### src/rtl/icpr_pkg.sv
// ----------------------------------------------------------------------------
// icpr_pkg
// Shared types and constants of the ICMP probe reply classifier.
// ----------------------------------------------------------------------------
`default_nettype none

package icpr_pkg;

  localparam int CFG_INDEX_W = 8;
  localparam int CFG_DATA_W  = 16;

  localparam logic [CFG_INDEX_W-1:0] REG_EXPECTED_ID  = 8'd0;
  localparam logic [CFG_INDEX_W-1:0] REG_EXPECTED_SEQ = 8'd1;

  localparam int ICMP_STRUCT_BYTES = 28;
  localparam int IP_STRUCT_BYTES   = 20;
  localparam int ICMP_HDR_OFFSET   = 8;
  localparam int ICMP_ID_OFFSET    = 4;
  localparam int ICMP_SEQ_OFFSET   = 6;

  localparam logic [7:0] TYPE_ECHO_REPLY    = 8'd0;
  localparam logic [7:0] TYPE_TIME_EXCEEDED = 8'd11;

  typedef enum logic [1:0] {
    VERDICT_TARGET    = 2'd0,
    VERDICT_HOP       = 2'd1,
    VERDICT_NOT_OURS  = 2'd2,
    VERDICT_TOO_SHORT = 2'd3
  } verdict_t;

  typedef struct packed {
    logic [5:0]  outer_header_bytes;
    logic [5:0]  inner_header_bytes;
    logic [7:0]  message_type;
    logic [15:0] outer_ident;
    logic [15:0] outer_sequence;
    logic [15:0] inner_ident;
    logic [15:0] inner_sequence;
  } frame_t;

endpackage

`default_nettype wire

### src/rtl/icpr_if.sv
// ----------------------------------------------------------------------------
// icpr_if
// Channel interfaces: datagram byte stream, verdict stream, register writes.
// ----------------------------------------------------------------------------
`default_nettype none

interface icpr_in_if;
  logic       valid;
  logic       ready;
  logic [7:0] data_byte;
  logic       last_byte;

  modport source (output valid, output data_byte, output last_byte, input ready);
  modport sink   (input valid, input data_byte, input last_byte, output ready);
endinterface

interface icpr_out_if #(parameter int LEN_W = 11);
  logic             valid;
  logic             ready;
  logic [1:0]       verdict;
  logic [LEN_W-1:0] received_length;

  modport source (output valid, output verdict, output received_length, input ready);
  modport sink   (input valid, input verdict, input received_length, output ready);
endinterface

interface icpr_cfg_if;
  logic                             valid;
  logic                             ready;
  logic [icpr_pkg::CFG_INDEX_W-1:0] index;
  logic [icpr_pkg::CFG_DATA_W-1:0]  data;

  modport source (output valid, output index, output data, input ready);
  modport sink   (input valid, input index, input data, output ready);
endinterface

`default_nettype wire

### src/rtl/icpr_capture.sv
// ----------------------------------------------------------------------------
// icpr_capture
// Input register and header field capture; hands a frame snapshot to the
// judge stage on the final byte.
// ----------------------------------------------------------------------------
`default_nettype none

module icpr_capture #(
  parameter int  BUFFER_BYTES = 1024,
  localparam int PW           = $clog2(BUFFER_BYTES + 1)
) (
  input  wire logic              clk,
  input  wire logic              rst,
  icpr_in_if.sink                rx,
  output icpr_pkg::frame_t       snap,
  output logic [PW-1:0]          snap_count,
  output logic                   snap_valid,
  input  wire logic              snap_ready
);

  localparam int CW = ((PW > 8) ? PW : 8) + 1;

  logic             hold_valid;
  logic [7:0]       hold_byte;
  logic             hold_last;
  logic             take;

  logic [PW-1:0]    byte_position;
  logic [PW-1:0]    byte_position_next;
  icpr_pkg::frame_t frame;
  icpr_pkg::frame_t frame_next;

  logic [5:0]       hl_in;
  logic [5:0]       ohl_eff;
  logic [CW-1:0]    pos_w;
  logic [CW-1:0]    ohl_w;
  logic [CW-1:0]    ipos;
  logic [CW-1:0]    qpos;

  assign take     = hold_valid && (!hold_last || !snap_valid || snap_ready);
  assign rx.ready = !hold_valid || take;

  always_comb begin
    frame_next         = frame;
    byte_position_next = byte_position;
    hl_in              = {hold_byte[3:0], 2'b00};
    ohl_eff            = (byte_position == '0) ? hl_in : frame.outer_header_bytes;
    pos_w              = CW'(byte_position);
    ohl_w              = CW'(ohl_eff);
    ipos               = ohl_w + CW'(icpr_pkg::ICMP_HDR_OFFSET);
    qpos               = ipos + CW'(frame.inner_header_bytes);
    if (byte_position < PW'(BUFFER_BYTES)) begin
      byte_position_next = byte_position + PW'(1);
      frame_next.outer_header_bytes = ohl_eff;
      if (pos_w == ohl_w)
        frame_next.message_type = hold_byte;
      if (pos_w == ohl_w + CW'(icpr_pkg::ICMP_ID_OFFSET))
        frame_next.outer_ident[15:8] = hold_byte;
      if (pos_w == ohl_w + CW'(icpr_pkg::ICMP_ID_OFFSET + 1))
        frame_next.outer_ident[7:0] = hold_byte;
      if (pos_w == ohl_w + CW'(icpr_pkg::ICMP_SEQ_OFFSET))
        frame_next.outer_sequence[15:8] = hold_byte;
      if (pos_w == ohl_w + CW'(icpr_pkg::ICMP_SEQ_OFFSET + 1))
        frame_next.outer_sequence[7:0] = hold_byte;
      if (pos_w == ipos)
        frame_next.inner_header_bytes = hl_in;
      if (pos_w > ipos) begin
        if (pos_w == qpos + CW'(icpr_pkg::ICMP_ID_OFFSET))
          frame_next.inner_ident[15:8] = hold_byte;
        if (pos_w == qpos + CW'(icpr_pkg::ICMP_ID_OFFSET + 1))
          frame_next.inner_ident[7:0] = hold_byte;
        if (pos_w == qpos + CW'(icpr_pkg::ICMP_SEQ_OFFSET))
          frame_next.inner_sequence[15:8] = hold_byte;
        if (pos_w == qpos + CW'(icpr_pkg::ICMP_SEQ_OFFSET + 1))
          frame_next.inner_sequence[7:0] = hold_byte;
      end
    end
  end

  always_ff @(posedge clk) begin
    if (rst) begin
      hold_valid    <= 1'b0;
      snap_valid    <= 1'b0;
      byte_position <= '0;
      frame         <= '0;
    end else begin
      if (rx.ready)
        hold_valid <= rx.valid;
      snap_valid <= (take && hold_last) || (snap_valid && !snap_ready);
      if (take) begin
        if (hold_last) begin
          byte_position <= '0;
          frame         <= '0;
        end else begin
          byte_position <= byte_position_next;
          frame         <= frame_next;
        end
      end
    end
  end

  always_ff @(posedge clk) begin
    if (rx.valid && rx.ready) begin
      hold_byte <= rx.data_byte;
      hold_last <= rx.last_byte;
    end
    if (take && hold_last) begin
      snap       <= frame_next;
      snap_count <= byte_position_next;
    end
  end

endmodule

`default_nettype wire

### src/rtl/icpr_judge.sv
// ----------------------------------------------------------------------------
// icpr_judge
// Length and identity checks on a finished frame; result register.
// ----------------------------------------------------------------------------
`default_nettype none

module icpr_judge #(
  parameter int  BUFFER_BYTES = 1024,
  localparam int PW           = $clog2(BUFFER_BYTES + 1)
) (
  input  wire logic                      clk,
  input  wire logic                      rst,
  input  wire icpr_pkg::frame_t          snap,
  input  wire logic [PW-1:0]             snap_count,
  input  wire logic                      snap_valid,
  output logic                           snap_ready,
  input  wire logic [15:0]               expected_id,
  input  wire logic [15:0]               expected_seq,
  icpr_out_if.source                     result
);

  localparam int CW = ((PW > 8) ? PW : 8) + 1;

  logic               out_free;
  logic [CW-1:0]      n;
  logic [CW-1:0]      ohl;
  logic [CW-1:0]      ihl;
  logic               outer_match;
  logic               inner_match;
  icpr_pkg::verdict_t verdict_next;

  assign out_free   = !result.valid || result.ready;
  assign snap_ready = out_free;

  assign n           = CW'(snap_count);
  assign ohl         = CW'(snap.outer_header_bytes);
  assign ihl         = CW'(snap.inner_header_bytes);
  assign outer_match = (snap.outer_ident == expected_id) &&
                       (snap.outer_sequence == expected_seq);
  assign inner_match = (snap.inner_ident == expected_id) &&
                       (snap.inner_sequence == expected_seq);

  always_comb begin
    verdict_next = icpr_pkg::VERDICT_NOT_OURS;
    if (n < ohl + CW'(icpr_pkg::ICMP_STRUCT_BYTES)) begin
      verdict_next = icpr_pkg::VERDICT_TOO_SHORT;
    end else if (snap.message_type == icpr_pkg::TYPE_ECHO_REPLY && outer_match) begin
      verdict_next = icpr_pkg::VERDICT_TARGET;
    end else if (snap.message_type == icpr_pkg::TYPE_TIME_EXCEEDED) begin
      if (n < ohl + CW'(icpr_pkg::ICMP_HDR_OFFSET + icpr_pkg::IP_STRUCT_BYTES +
                        icpr_pkg::ICMP_STRUCT_BYTES))
        verdict_next = icpr_pkg::VERDICT_HOP;
      else if (n < ohl + ihl + CW'(icpr_pkg::ICMP_HDR_OFFSET + icpr_pkg::ICMP_STRUCT_BYTES))
        verdict_next = icpr_pkg::VERDICT_HOP;
      else if (inner_match)
        verdict_next = icpr_pkg::VERDICT_HOP;
    end
  end

  always_ff @(posedge clk) begin
    if (rst) begin
      result.valid <= 1'b0;
    end else if (out_free) begin
      result.valid <= snap_valid;
    end
  end

  always_ff @(posedge clk) begin
    if (out_free && snap_valid) begin
      result.verdict         <= verdict_next;
      result.received_length <= snap_count;
    end
  end

endmodule

`default_nettype wire

### src/rtl/icmp_probe_reply_classifier.sv
// ----------------------------------------------------------------------------
// icmp_probe_reply_classifier
// Classifies a received IPv4 datagram as a reply to our probe.
//
// rx carries the datagram one byte per transaction, last_byte set on the
// final byte. cfg writes expected_id (index 0) and expected_seq (index 1);
// both read zero after reset. result carries one transaction per datagram:
// verdict (0 target reached, 1 intermediate hop, 2 not ours, 3 too short)
// and received_length, the byte count saturated at BUFFER_BYTES.
// Throughput is one byte per cycle while rx.ready is high. A byte is held
// in an input register, its header fields are then captured, and the
// verdict of a final byte is then loaded into the result register, from
// which it is offered on result.
// The result register frees up whenever it is taken; while result is
// stalled, non-final bytes keep flowing, and rx.ready drops only once a
// second finished datagram is waiting behind the held verdict.
// Reset empties the pipeline and clears the frame state and registers.
// ----------------------------------------------------------------------------
`default_nettype none

module icmp_probe_reply_classifier #(
  parameter int BUFFER_BYTES = 1024
) (
  input  wire logic   clk,
  input  wire logic   rst,
  icpr_cfg_if.sink    cfg,
  icpr_in_if.sink     rx,
  icpr_out_if.source  result
);

  localparam int PW = $clog2(BUFFER_BYTES + 1);

  logic [15:0]      expected_id;
  logic [15:0]      expected_seq;
  icpr_pkg::frame_t snap;
  logic [PW-1:0]    snap_count;
  logic             snap_valid;
  logic             snap_ready;

  assign cfg.ready = 1'b1;

  always_ff @(posedge clk) begin
    if (rst) begin
      expected_id  <= '0;
      expected_seq <= '0;
    end else if (cfg.valid && cfg.ready) begin
      case (cfg.index)
        icpr_pkg::REG_EXPECTED_ID:  expected_id  <= cfg.data;
        icpr_pkg::REG_EXPECTED_SEQ: expected_seq <= cfg.data;
        default: ;
      endcase
    end
  end

  icpr_capture #(
    .BUFFER_BYTES (BUFFER_BYTES)
  ) u_capture (
    .clk        (clk),
    .rst        (rst),
    .rx         (rx),
    .snap       (snap),
    .snap_count (snap_count),
    .snap_valid (snap_valid),
    .snap_ready (snap_ready)
  );

  icpr_judge #(
    .BUFFER_BYTES (BUFFER_BYTES)
  ) u_judge (
    .clk          (clk),
    .rst          (rst),
    .snap         (snap),
    .snap_count   (snap_count),
    .snap_valid   (snap_valid),
    .snap_ready   (snap_ready),
    .expected_id  (expected_id),
    .expected_seq (expected_seq),
    .result       (result)
  );

  a_reset_empties: assert property (@(posedge clk) rst |=> !result.valid)
    else $error("result valid after reset");

  a_length_saturates: assert property (@(posedge clk) disable iff (rst)
    result.valid |-> result.received_length <= PW'(BUFFER_BYTES))
    else $error("received_length beyond buffer size");

  a_short_verdict: assert property (@(posedge clk) disable iff (rst)
    result.valid && result.verdict != icpr_pkg::VERDICT_TOO_SHORT |->
      result.received_length >= PW'(icpr_pkg::ICMP_STRUCT_BYTES))
    else $error("verdict given on a frame shorter than an ICMP message");

endmodule

`default_nettype wire
### src/flat_wrapper.sv
// flat-port wrapper written by rule: the top's interface ports become plain ports
module icmp_probe_reply_classifier_flat 
#(
  parameter int BUFFER_BYTES = 1024
)
  (clk, rst, cfg_valid, cfg_index, cfg_data, cfg_ready, rx_valid, rx_data_byte, rx_last_byte, rx_ready, result_valid, result_verdict, result_received_length, result_ready);
  icpr_cfg_if cfg_i ();
  icpr_in_if rx_i ();
  icpr_out_if result_i ();
  input  wire logic clk;
  input  wire logic rst;
  input wire logic [$bits(cfg_i.valid)-1:0] cfg_valid;
  input wire logic [$bits(cfg_i.index)-1:0] cfg_index;
  input wire logic [$bits(cfg_i.data)-1:0] cfg_data;
  output wire logic [$bits(cfg_i.ready)-1:0] cfg_ready;
  input wire logic [$bits(rx_i.valid)-1:0] rx_valid;
  input wire logic [$bits(rx_i.data_byte)-1:0] rx_data_byte;
  input wire logic [$bits(rx_i.last_byte)-1:0] rx_last_byte;
  output wire logic [$bits(rx_i.ready)-1:0] rx_ready;
  output wire logic [$bits(result_i.valid)-1:0] result_valid;
  output wire logic [$bits(result_i.verdict)-1:0] result_verdict;
  output wire logic [$bits(result_i.received_length)-1:0] result_received_length;
  input wire logic [$bits(result_i.ready)-1:0] result_ready;
  assign cfg_i.valid = cfg_valid;
  assign cfg_i.index = cfg_index;
  assign cfg_i.data = cfg_data;
  assign cfg_ready = cfg_i.ready;
  assign rx_i.valid = rx_valid;
  assign rx_i.data_byte = rx_data_byte;
  assign rx_i.last_byte = rx_last_byte;
  assign rx_ready = rx_i.ready;
  assign result_valid = result_i.valid;
  assign result_verdict = result_i.verdict;
  assign result_received_length = result_i.received_length;
  assign result_i.ready = result_ready;
  icmp_probe_reply_classifier #(.BUFFER_BYTES(BUFFER_BYTES)) u_core (.clk(clk), .rst(rst), .cfg(cfg_i), .rx(rx_i), .result(result_i));
endmodule
### config.mk
export PLATFORM = sky130hd
export DESIGN_NAME = icmp_probe_reply_classifier_flat
export DESIGN_NICKNAME = d
export VERILOG_FILES = /design/src/rtl/icpr_pkg.sv /design/src/rtl/icpr_if.sv /design/src/rtl/icpr_capture.sv /design/src/rtl/icpr_judge.sv /design/src/rtl/icmp_probe_reply_classifier.sv /design/src/flat_wrapper.sv
export SDC_FILE = /design/constraint.sdc
export NUM_CORES = 1
export LEC_CHECK = 0
export BUFFER_PORTS_ARGS = -buffer_cell sky130_fd_sc_hd__buf_4
export CAP_MARGIN = 5
export CORE_MARGIN = 1
export CORE_UTILIZATION = 50
export DETAILED_ROUTE_END_ITERATION = 7
export HOLD_SLACK_MARGIN = 0.15
export PLACE_DENSITY = 0.78
export SYNTH_ARGS = -nofsm -noshare
export SYNTH_HDL_FRONTEND = slang
export SYNTH_SLANG_ARGS = --single-unit
### constraint.sdc
create_clock -name clk -period 5 [get_ports clk]
set_input_delay 0.25 -clock clk [delete_from_list [all_inputs] [get_ports clk]]
set_output_delay 0.25 -clock clk [all_outputs]
set_load 0.005 [all_outputs]
==> impl_metrics.py, run 1 <==
metrics = {
    "worst_setup_path": {
        "count_of_cells_along_the_worst_register_to_register_path": 18,
        "crit_path_start_kind": "register",
        "critical_register_to_register_path_endpoint": "u_core.u_capture.snap[5]$_DFFE_PP_",
        "worst_endpoint_required_time_ns": 5.28,
        "critical_path.reg2reg.startpoint": "u_core.u_capture.byte_position[0]$_SDFFE_PP0P_",
        "regToRegSetupSlack_ns": 0.14,
        "worst-path-max-fanout": 11,
        "cp_data_arrival_time_ns": 5.14,
        "critPathCaptureType": "register",
        "crit_type": "register to register",
    },
    "routing": {
        "wl_per_cell_um": 21.46,
        "drtPass1Iterations": 5,
        "routed-via-count": 10914,
        "postRouteAntennaNets": 0,
        "postRouteWirelength_um": 37920,
        "drt-vias-per-instance": 6.177,
        "dr.first_iter.drc_count": 1152,
        "drc": 0,
    },
    "placement": {
        "gp_congestion": 0.9731,
        "hpwl_after_dpl_um": 26980,
        "io_buffers": 52,
        "dp_worst_setup_slack_ns": 0.06675,
    },
    "die": {
        "dieHeight_um": 168.1,
        "floorplan.die.width_um": 168.1,
        "initial_core_util_pct": 51.05,
        "floorplan.rows": 60,
        "floorplan.core_area_um2": 27030,
        "pin_count": 54,
        "design.die.area_um2": 28260,
    },
    "sta": {
        "timing_worst_slew_pin_value_ns": 1.127,
        "finalCriticalPeriod_ns": 4.858,
        "layout_setup_ws_ns": 0.1424,
        "max_freq_mhz": 205.9,
        "setup_total_negative_slack_ns": 0,
        "setup_viol": 0,
        "worst_slew_margin_pct": 24.81,
        "timing.hold.ws_ns": 0.1815,
        "slew_violations": 0,
        "finalHoldViolations": 0,
        "finalClockSkew_ns": 0.02254,
        "final.period_utilization_pct": 97.15,
    },
    "yosys": {
        "post-synth-top-area-fraction_pct": 25.46,
        "synthDistinctLibCells": 92,
        "most_area_hungry_cell_type_in_the_yosys_netlist": "sky130_fd_sc_hd__edfxtp_1",
        "combinational_family_with_the_most_area_after_synthesis": "simple AND/OR/NAND/NOR gates",
        "synth-compound-area-share_pct": 13.94,
        "synth_fp_nets": 1412,
        "synth_edf_count": 117,
        "synth_xor_area_share_pct": 7.999,
        "ys_seq_elements": 247,
        "mean_area_per_synthesized_cell_um2": 10.52,
        "synth-simple-area-share_pct": 14.33,
        "synth-async-reset-ratio_pct": 0,
        "synth_top_flop_cell": "sky130_fd_sc_hd__dfxtp_1",
        "synth.area.top_cells": "sky130_fd_sc_hd__edfxtp_1, sky130_fd_sc_hd__dfxtp_1, sky130_fd_sc_hd__ha_1, sky130_fd_sc_hd__xor2_1, sky130_fd_sc_hd__mux2_2",
        "synthMuxAreaShare_pct": 9.576,
        "syn_inst": 1312,
        "post_synth_instance_area_um2": 13800,
        "synthAdderAreaFrac_pct": 5.759,
        "synth-seq-area-share_pct": 44.33,
        "yosys_warnings": 0,
    },
    "global_routing": {
        "first_global_vias": 10480,
        "track_usage_pct": 26.46,
        "initial_antenna_violation_count": 1,
        "grt-ovfl-total": 0,
        "largest_net_degree_at_the_start_of_global_routing": 81,
        "grt_pass1_wl_um": 58530,
    },
    "pwr": {
        "power.static_leakage_nw": 6.254,
        "ir_worst_vdd_mv": 0.2232,
        "powerDensity_nw_per_um2": 294.4,
        "power.total_mw": 4.733,
    },
    "cts": {
        "clock-sinks": 247,
        "clk_pin_slew_worst_paths_ns": 0.06,
        "skew_pair_late_insertion_delay_ns": 0.54,
        "tritoncts.num_buffers": 26,
        "ctsLongestPathBuffers": 3,
        "ctsRootBufferMaster": "sky130_fd_sc_hd__clkbuf_16",
        "ctsHtreeMaxLevel": 1,
        "cts_tree": "built",
    },
    "cells_and_area": {
        "design.final.nets": 1505,
        "layout-area-overhead-vs-synth_pct": 16.51,
        "final_cell_mix": "sky130_fd_sc_hd__dfxtp_1, sky130_fd_sc_hd__edfxtp_1, sky130_fd_sc_hd__buf_4",
        "share_of_layout_cells_above_drive_strength_1_pct": 19.51,
        "mostFrequentLayoutCell": "sky130_fd_sc_hd__dfxtp_1",
    },
    "status": {
        "outcome": "finished, final reports clean",
    },
    "worst_hold_path": {
        "worstHoldPathCells": 2,
        "holdCritPathClass": "input port to register",
        "worstHoldEndpoint": "u_core.u_capture.snap_valid$_SDFF_PP0_",
        "min_from": "rst",
    },
    "run": {
        "cap_viol_max_count": 0,
    },
}
## cell type report
type	instances	area, um2
multi-input combinational	934	7315
inverter	52	202.7
timing repair buffer	144	1171
tap	341	426.7
clock inverter	14	97.59
fill	2171	10950
clock buffer	34	742.0
antenna	1	2.502
sequential	247	6117
## cells by family (layout without fill, tap and decap cells)
| group | count (synthesis) | count (layout) |
|---|---|---|
| AO/OA/AOI/OAI | 259 | 259 |
| AND/OR/NAND/NOR | 373 | 373 |
| buffers and inverters | 131 | 244 |
| multiplexers | 119 | 119 |
| other | 1 | 2 |
| XOR/XNOR | 119 | 119 |
| flip-flops | 247 | 247 |
| adder cells (fa/ha/maj) | 63 | 63 |
## stage by stage
stage	area, um2	std cells	util, %
floorplan	13950	1312	-
global placement	14780	1679	54.69
detailed placement	14780	1679	54.69
CTS	15900	1755	58.84
global route	16070	1767	59.48
finish	16070	1767	59.48
## per-layer routing
layer	track usage, %	vias up	share of wire (%)
met5	0	-	0
met4	9.170	0	3.0
met3	3.996	74	6.8
met2	43.15	427	47
met1	35.90	5348	44
li1	-	5065	-
## how the worst max path moves through the flow
stage	from	end	slack (ns)	cells after the start
after global placement	u_core.u_capture.byte_position[0]$_SDFFE_PP0P_	u_core.u_capture.snap[19]$_DFFE_PP_	0.17	17
after floorplan	u_core.u_capture.byte_position[1]$_SDFFE_PP0P_	u_core.u_capture.snap[14]$_DFFE_PP_	-0.05	26
final	u_core.u_capture.byte_position[0]$_SDFFE_PP0P_	u_core.u_capture.snap[5]$_DFFE_PP_	0.14	18
after CTS	u_core.u_capture.byte_position[0]$_SDFFE_PP0P_	u_core.u_capture.snap[5]$_DFFE_PP_	0.06	19
after detailed placement	u_core.u_capture.byte_position[0]$_SDFFE_PP0P_	u_core.u_capture.snap[0]$_DFFE_PP_	0.07	19
after global routing	u_core.u_capture.byte_position[0]$_SDFFE_PP0P_	u_core.u_capture.snap[0]$_DFFE_PP_	-0.004	18
## worst max-delay path: stages (launching register included)
cell and delay [ns]:
sky130_fd_sc_hd__dfxtp_1 0.33, sky130_fd_sc_hd__inv_1 0.09, sky130_fd_sc_hd__ha_4 0.17, sky130_fd_sc_hd__nor4b_4 0.13, sky130_fd_sc_hd__buf_4 0.18, sky130_fd_sc_hd__a31oi_2 0.23, sky130_fd_sc_hd__clkinv_1 0.24, sky130_fd_sc_hd__xnor2_1 0.19
sky130_fd_sc_hd__ha_1 0.23, sky130_fd_sc_hd__a21o_1 0.17, sky130_fd_sc_hd__a31oi_2 0.31, sky130_fd_sc_hd__maj3_2 0.33, sky130_fd_sc_hd__xor2_2 0.36, sky130_fd_sc_hd__buf_4 0.27, sky130_fd_sc_hd__a21oi_1 0.08, sky130_fd_sc_hd__a221o_1 0.37
sky130_fd_sc_hd__a21o_1 0.29, sky130_fd_sc_hd__nor2_4 0.28, sky130_fd_sc_hd__mux2_1 0.37
## what timing repair did
item | 4_1_cts | 5_1_grt
setup buffers | 0 | 11
hold buffers | 28 | 0
resized for setup | 0 | 19
hold endpoints to repair | 44 | 0
setup endpoints to repair | 0 | 61
## flip-flops by register name, summed over array words and instances, names as in the netlist
signal and cells:
u_core.u_capture.byte_position 11, u_core.u_judge.result.received_length 11, u_core.u_judge.result.verdict 2, u_core.u_capture.hold_last 1, u_core.u_capture.hold_byte 8, u_core.u_capture.snap_count 11
u_core.u_capture.snap_valid 1, u_core.u_capture.frame 84, u_core.expected_seq 16, u_core.expected_id 16, u_core.u_capture.snap 84, u_core.u_capture.hold_valid 1
u_core.u_judge.result.valid 1
## synthesized netlist by cell type, types with 29 or more instances
library cell,count
sky130_fd_sc_hd__a21oi_1,44
sky130_fd_sc_hd__xnor2_1,50
sky130_fd_sc_hd__dfxtp_1,130
sky130_fd_sc_hd__a22oi_1,53
sky130_fd_sc_hd__nor2_1,113
sky130_fd_sc_hd__clkbuf_1,54
sky130_fd_sc_hd__nand2_1,58
sky130_fd_sc_hd__edfxtp_1,117
sky130_fd_sc_hd__nor4_1,29
sky130_fd_sc_hd__mux2i_1,39
sky130_fd_sc_hd__nand4_1,31
sky130_fd_sc_hd__mux2_2,49
sky130_fd_sc_hd__ha_1,61
sky130_fd_sc_hd__xor2_1,64
sky130_fd_sc_hd__inv_1,49
## where the power goes
part	leakage, nW	switching (mW)	internal (mW)
sequential	2.15	0.0395	2.15
combinational	3.69	0.392	0.270
clock	0.409	0.790	1.09
(Power assumes the default switching activity.)
==> run 2: changes to the inputs <==
CORE_MARGIN = 1.5   (was 1)
==> run 2 against run 1 <==
Compared with the run above: critical path depth grew 1; clock skew is 0.0086 ns lower; clock power is essentially flat; final cell count down 0.51%; largest cell class unchanged.
==> impl_metrics.py, run 2 (synthesized netlist as in run 1, its figures left out) <==
metrics = {
    "status": {
        "outcome": "finished, final reports clean",
    },
    "cells_and_area": {
        "design.final.nets": 1497,
        "final_cell_area_um2": 16010,
        "layout-area-overhead-vs-synth_pct": 16.04,
        "final_cell_mix": "sky130_fd_sc_hd__dfxtp_1, sky130_fd_sc_hd__edfxtp_1, sky130_fd_sc_hd__nor2_1",
        "mostFrequentLayoutCell": "sky130_fd_sc_hd__dfxtp_1",
        "filler_cell_count": 2199,
        "share_of_layout_cells_above_drive_strength_1_pct": 18.98,
        "multiInputGateArea_um2": 7326,
        "biggestRegsByFlops": "u_core.u_capture.frame: 84 flops, u_core.u_capture.snap: 84 flops",
        "diodes": 0,
        "layoutNonFillerInstCount": 1758,
        "regArea_um2": 6117,
    },
    "worst_setup_path": {
        "critical_register_to_register_path_endpoint": "u_core.u_capture.snap[0]$_DFFE_PP_",
        "critPathCaptureType": "register",
        "regToRegSetupSlack_ns": 0.20,
        "cp_data_arrival_time_ns": 5.10,
        "worst_endpoint_required_time_ns": 5.30,
        "count_of_cells_along_the_worst_register_to_register_path": 19,
        "critical_path.reg2reg.startpoint": "u_core.u_capture.byte_position[0]$_SDFFE_PP0P_",
        "worst-path-max-fanout": 9,
        "crit_type": "register to register",
        "crit_path_start_kind": "register",
    },
    "placement": {
        "hpwl_after_dpl_um": 26850,
        "gp_congestion": 0.9592,
        "dpl.cell_count": 1682,
        "io_buffers": 52,
        "dp_worst_setup_slack_ns": 0.06459,
        "postPlaceCellArea_um2": 14800,
    },
    "routing": {
        "dr.first_iter.drc_count": 1111,
        "postRouteWirelength_um": 37910,
        "routed-via-count": 10811,
        "postRouteAntennaNets": 0,
        "drtPass1Iterations": 6,
        "drc": 0,
        "drt-vias-per-instance": 6.150,
        "wl_per_cell_um": 21.56,
    },
    "sta": {
        "finalHoldViolations": 0,
        "layout_setup_ws_ns": 0.1992,
        "setup_viol": 0,
        "finalCriticalPeriod_ns": 4.801,
        "slew_violations": 0,
        "timing_worst_slew_pin_value_ns": 1.064,
        "max_freq_mhz": 208.3,
        "final.period_utilization_pct": 96.02,
        "finalClockSkew_ns": 0.01391,
        "worst_slew_margin_pct": 29.00,
        "timing.hold.ws_ns": 0.2586,
    },
    "pwr": {
        "ir_worst_vdd_mv": 0.2484,
        "switching_power_mw": 1.228,
        "p_comb_share_pct": 13.5,
        "share_seq_of_total_power_pct": 46.6,
        "clock_power_share_pct": 39.9,
        "power.static_leakage_nw": 6.217,
        "cellInternalPower_mw": 3.468,
        "powerDensity_nw_per_um2": 293.2,
        "power.share.switching_pct": 26.14,
    },
    "worst_hold_path": {
        "worstHoldEndpoint": "u_core.expected_id[2]$_SDFFE_PP0P_",
        "min_from": "cfg_index[0]",
        "worstHoldPathCells": 4,
        "holdCritPathClass": "input port to register",
    },
    "cts": {
        "clock-sinks": 247,
        "buffer_count_from_post_cts_setup_fixing": 0,
        "cts_tree": "built",
        "ctsHtreeMaxLevel": 1,
        "clk_pin_slew_worst_paths_ns": 0.06,
        "ctsRootBufferMaster": "sky130_fd_sc_hd__clkbuf_16",
        "ctsLongestPathBuffers": 3,
        "tritoncts.num_buffers": 26,
        "skew_pair_late_insertion_delay_ns": 0.55,
    },
    "global_routing": {
        "globalRouteMet1Util_pct": 35.46,
        "groute.layer.met2.usage_pct": 43.26,
        "grt_pass1_wl_um": 57900,
        "track_usage_pct": 26.10,
        "largest_net_degree_at_the_start_of_global_routing": 82,
        "gr-max-usage-layer": "met2",
        "initial_antenna_violation_count": 0,
        "gr-usage-met3_pct": 3.905,
        "first_global_vias": 10147,
        "grt-ovfl-total": 0,
    },
    "die": {
        "floorplan.die.width_um": 169.1,
        "floorplan.core_area_um2": 27030,
        "design.die.area_um2": 28600,
        "dieHeight_um": 169.1,
        "initial_core_util_pct": 51.05,
        "floorplan.rows": 60,
        "pin_count": 54,
    },
    "run": {
        "cap_viol_max_count": 0,
    },
}
[run 2: what timing repair did]
item	4_1_cts	5_1_grt
setup endpoints to repair	0	59
endpoints found under the hold margin	44	0
gates resized for setup	0	20
hold buffers	28	0
[run 2: worst max path at each step]
stage,start,to,slack (ns),cells after the start
floorplan,u_core.u_capture.byte_position[1]$_SDFFE_PP0P_,u_core.u_capture.snap[14]$_DFFE_PP_,-0.05,26
detailed placement,u_core.u_capture.byte_position[0]$_SDFFE_PP0P_,u_core.u_capture.snap[19]$_DFFE_PP_,0.06,17
global placement,u_core.u_capture.byte_position[0]$_SDFFE_PP0P_,u_core.u_capture.snap[3]$_DFFE_PP_,0.23,18
global route,u_core.u_capture.byte_position[0]$_SDFFE_PP0P_,u_core.u_capture.snap[0]$_DFFE_PP_,-0.0002,19
CTS,u_core.u_capture.byte_position[0]$_SDFFE_PP0P_,u_core.u_capture.snap[19]$_DFFE_PP_,0.05,17
finish,u_core.u_capture.byte_position[0]$_SDFFE_PP0P_,u_core.u_capture.snap[0]$_DFFE_PP_,0.20,19
[run 2: layer usage]
metal	wire length [um]	share of wire [%]
met5	0	0
met4	1031	2.7
met1	16490	43
met2	17660	47
met3	2729	7.2
[run 2: area by class of cell]
class	count	area share [%]
multi-input cells	934	45.76
well taps	341	2.665
flip-flops and latches	247	38.21
clock inverters	11	0.6174
clock buffers	37	4.572
repair buffers	136	6.916
inverters	52	1.266
[run 2: per-stage QoR]
stage                 TNS [ns]  util (%)  power [mW]
floorplan             -0.09400         -       2.635
global placement             0     54.78       2.811
detailed placement           0     54.78       2.819
CTS                          0     58.89       4.696
global route        -0.0001865     59.24       4.839
finish                       0     59.24       4.695
[run 2: power by group through the flow]
stage	Sequential [mW]	Combinational [mW]	Clock [mW]
detailed placement	2.23	0.590	0
finish	2.19	0.635	1.87
CTS	2.19	0.611	1.90
global placement	2.23	0.582	0
floorplan	2.21	0.426	0
global route	2.19	0.680	1.97
[run 2: worst max-delay path: stages (launching register included)]
cell                       delay (ns)
sky130_fd_sc_hd__dfxtp_1         0.31
sky130_fd_sc_hd__inv_1           0.14
sky130_fd_sc_hd__ha_4            0.15
sky130_fd_sc_hd__nor4b_4         0.24
sky130_fd_sc_hd__nand3_2         0.19
sky130_fd_sc_hd__mux2_4          0.39
sky130_fd_sc_hd__ha_4            0.27
sky130_fd_sc_hd__nand2_1         0.06
sky130_fd_sc_hd__o21ai_0         0.10
sky130_fd_sc_hd__mux2_4          0.30
sky130_fd_sc_hd__o211ai_1        0.28
sky130_fd_sc_hd__and2_4          0.23
sky130_fd_sc_hd__inv_6           0.05
sky130_fd_sc_hd__ha_1            0.25
sky130_fd_sc_hd__a21oi_2         0.25
sky130_fd_sc_hd__a21oi_1         0.10
sky130_fd_sc_hd__a221o_1         0.38
sky130_fd_sc_hd__a21o_2          0.28
sky130_fd_sc_hd__nor2_4          0.24
sky130_fd_sc_hd__mux2_1          0.36
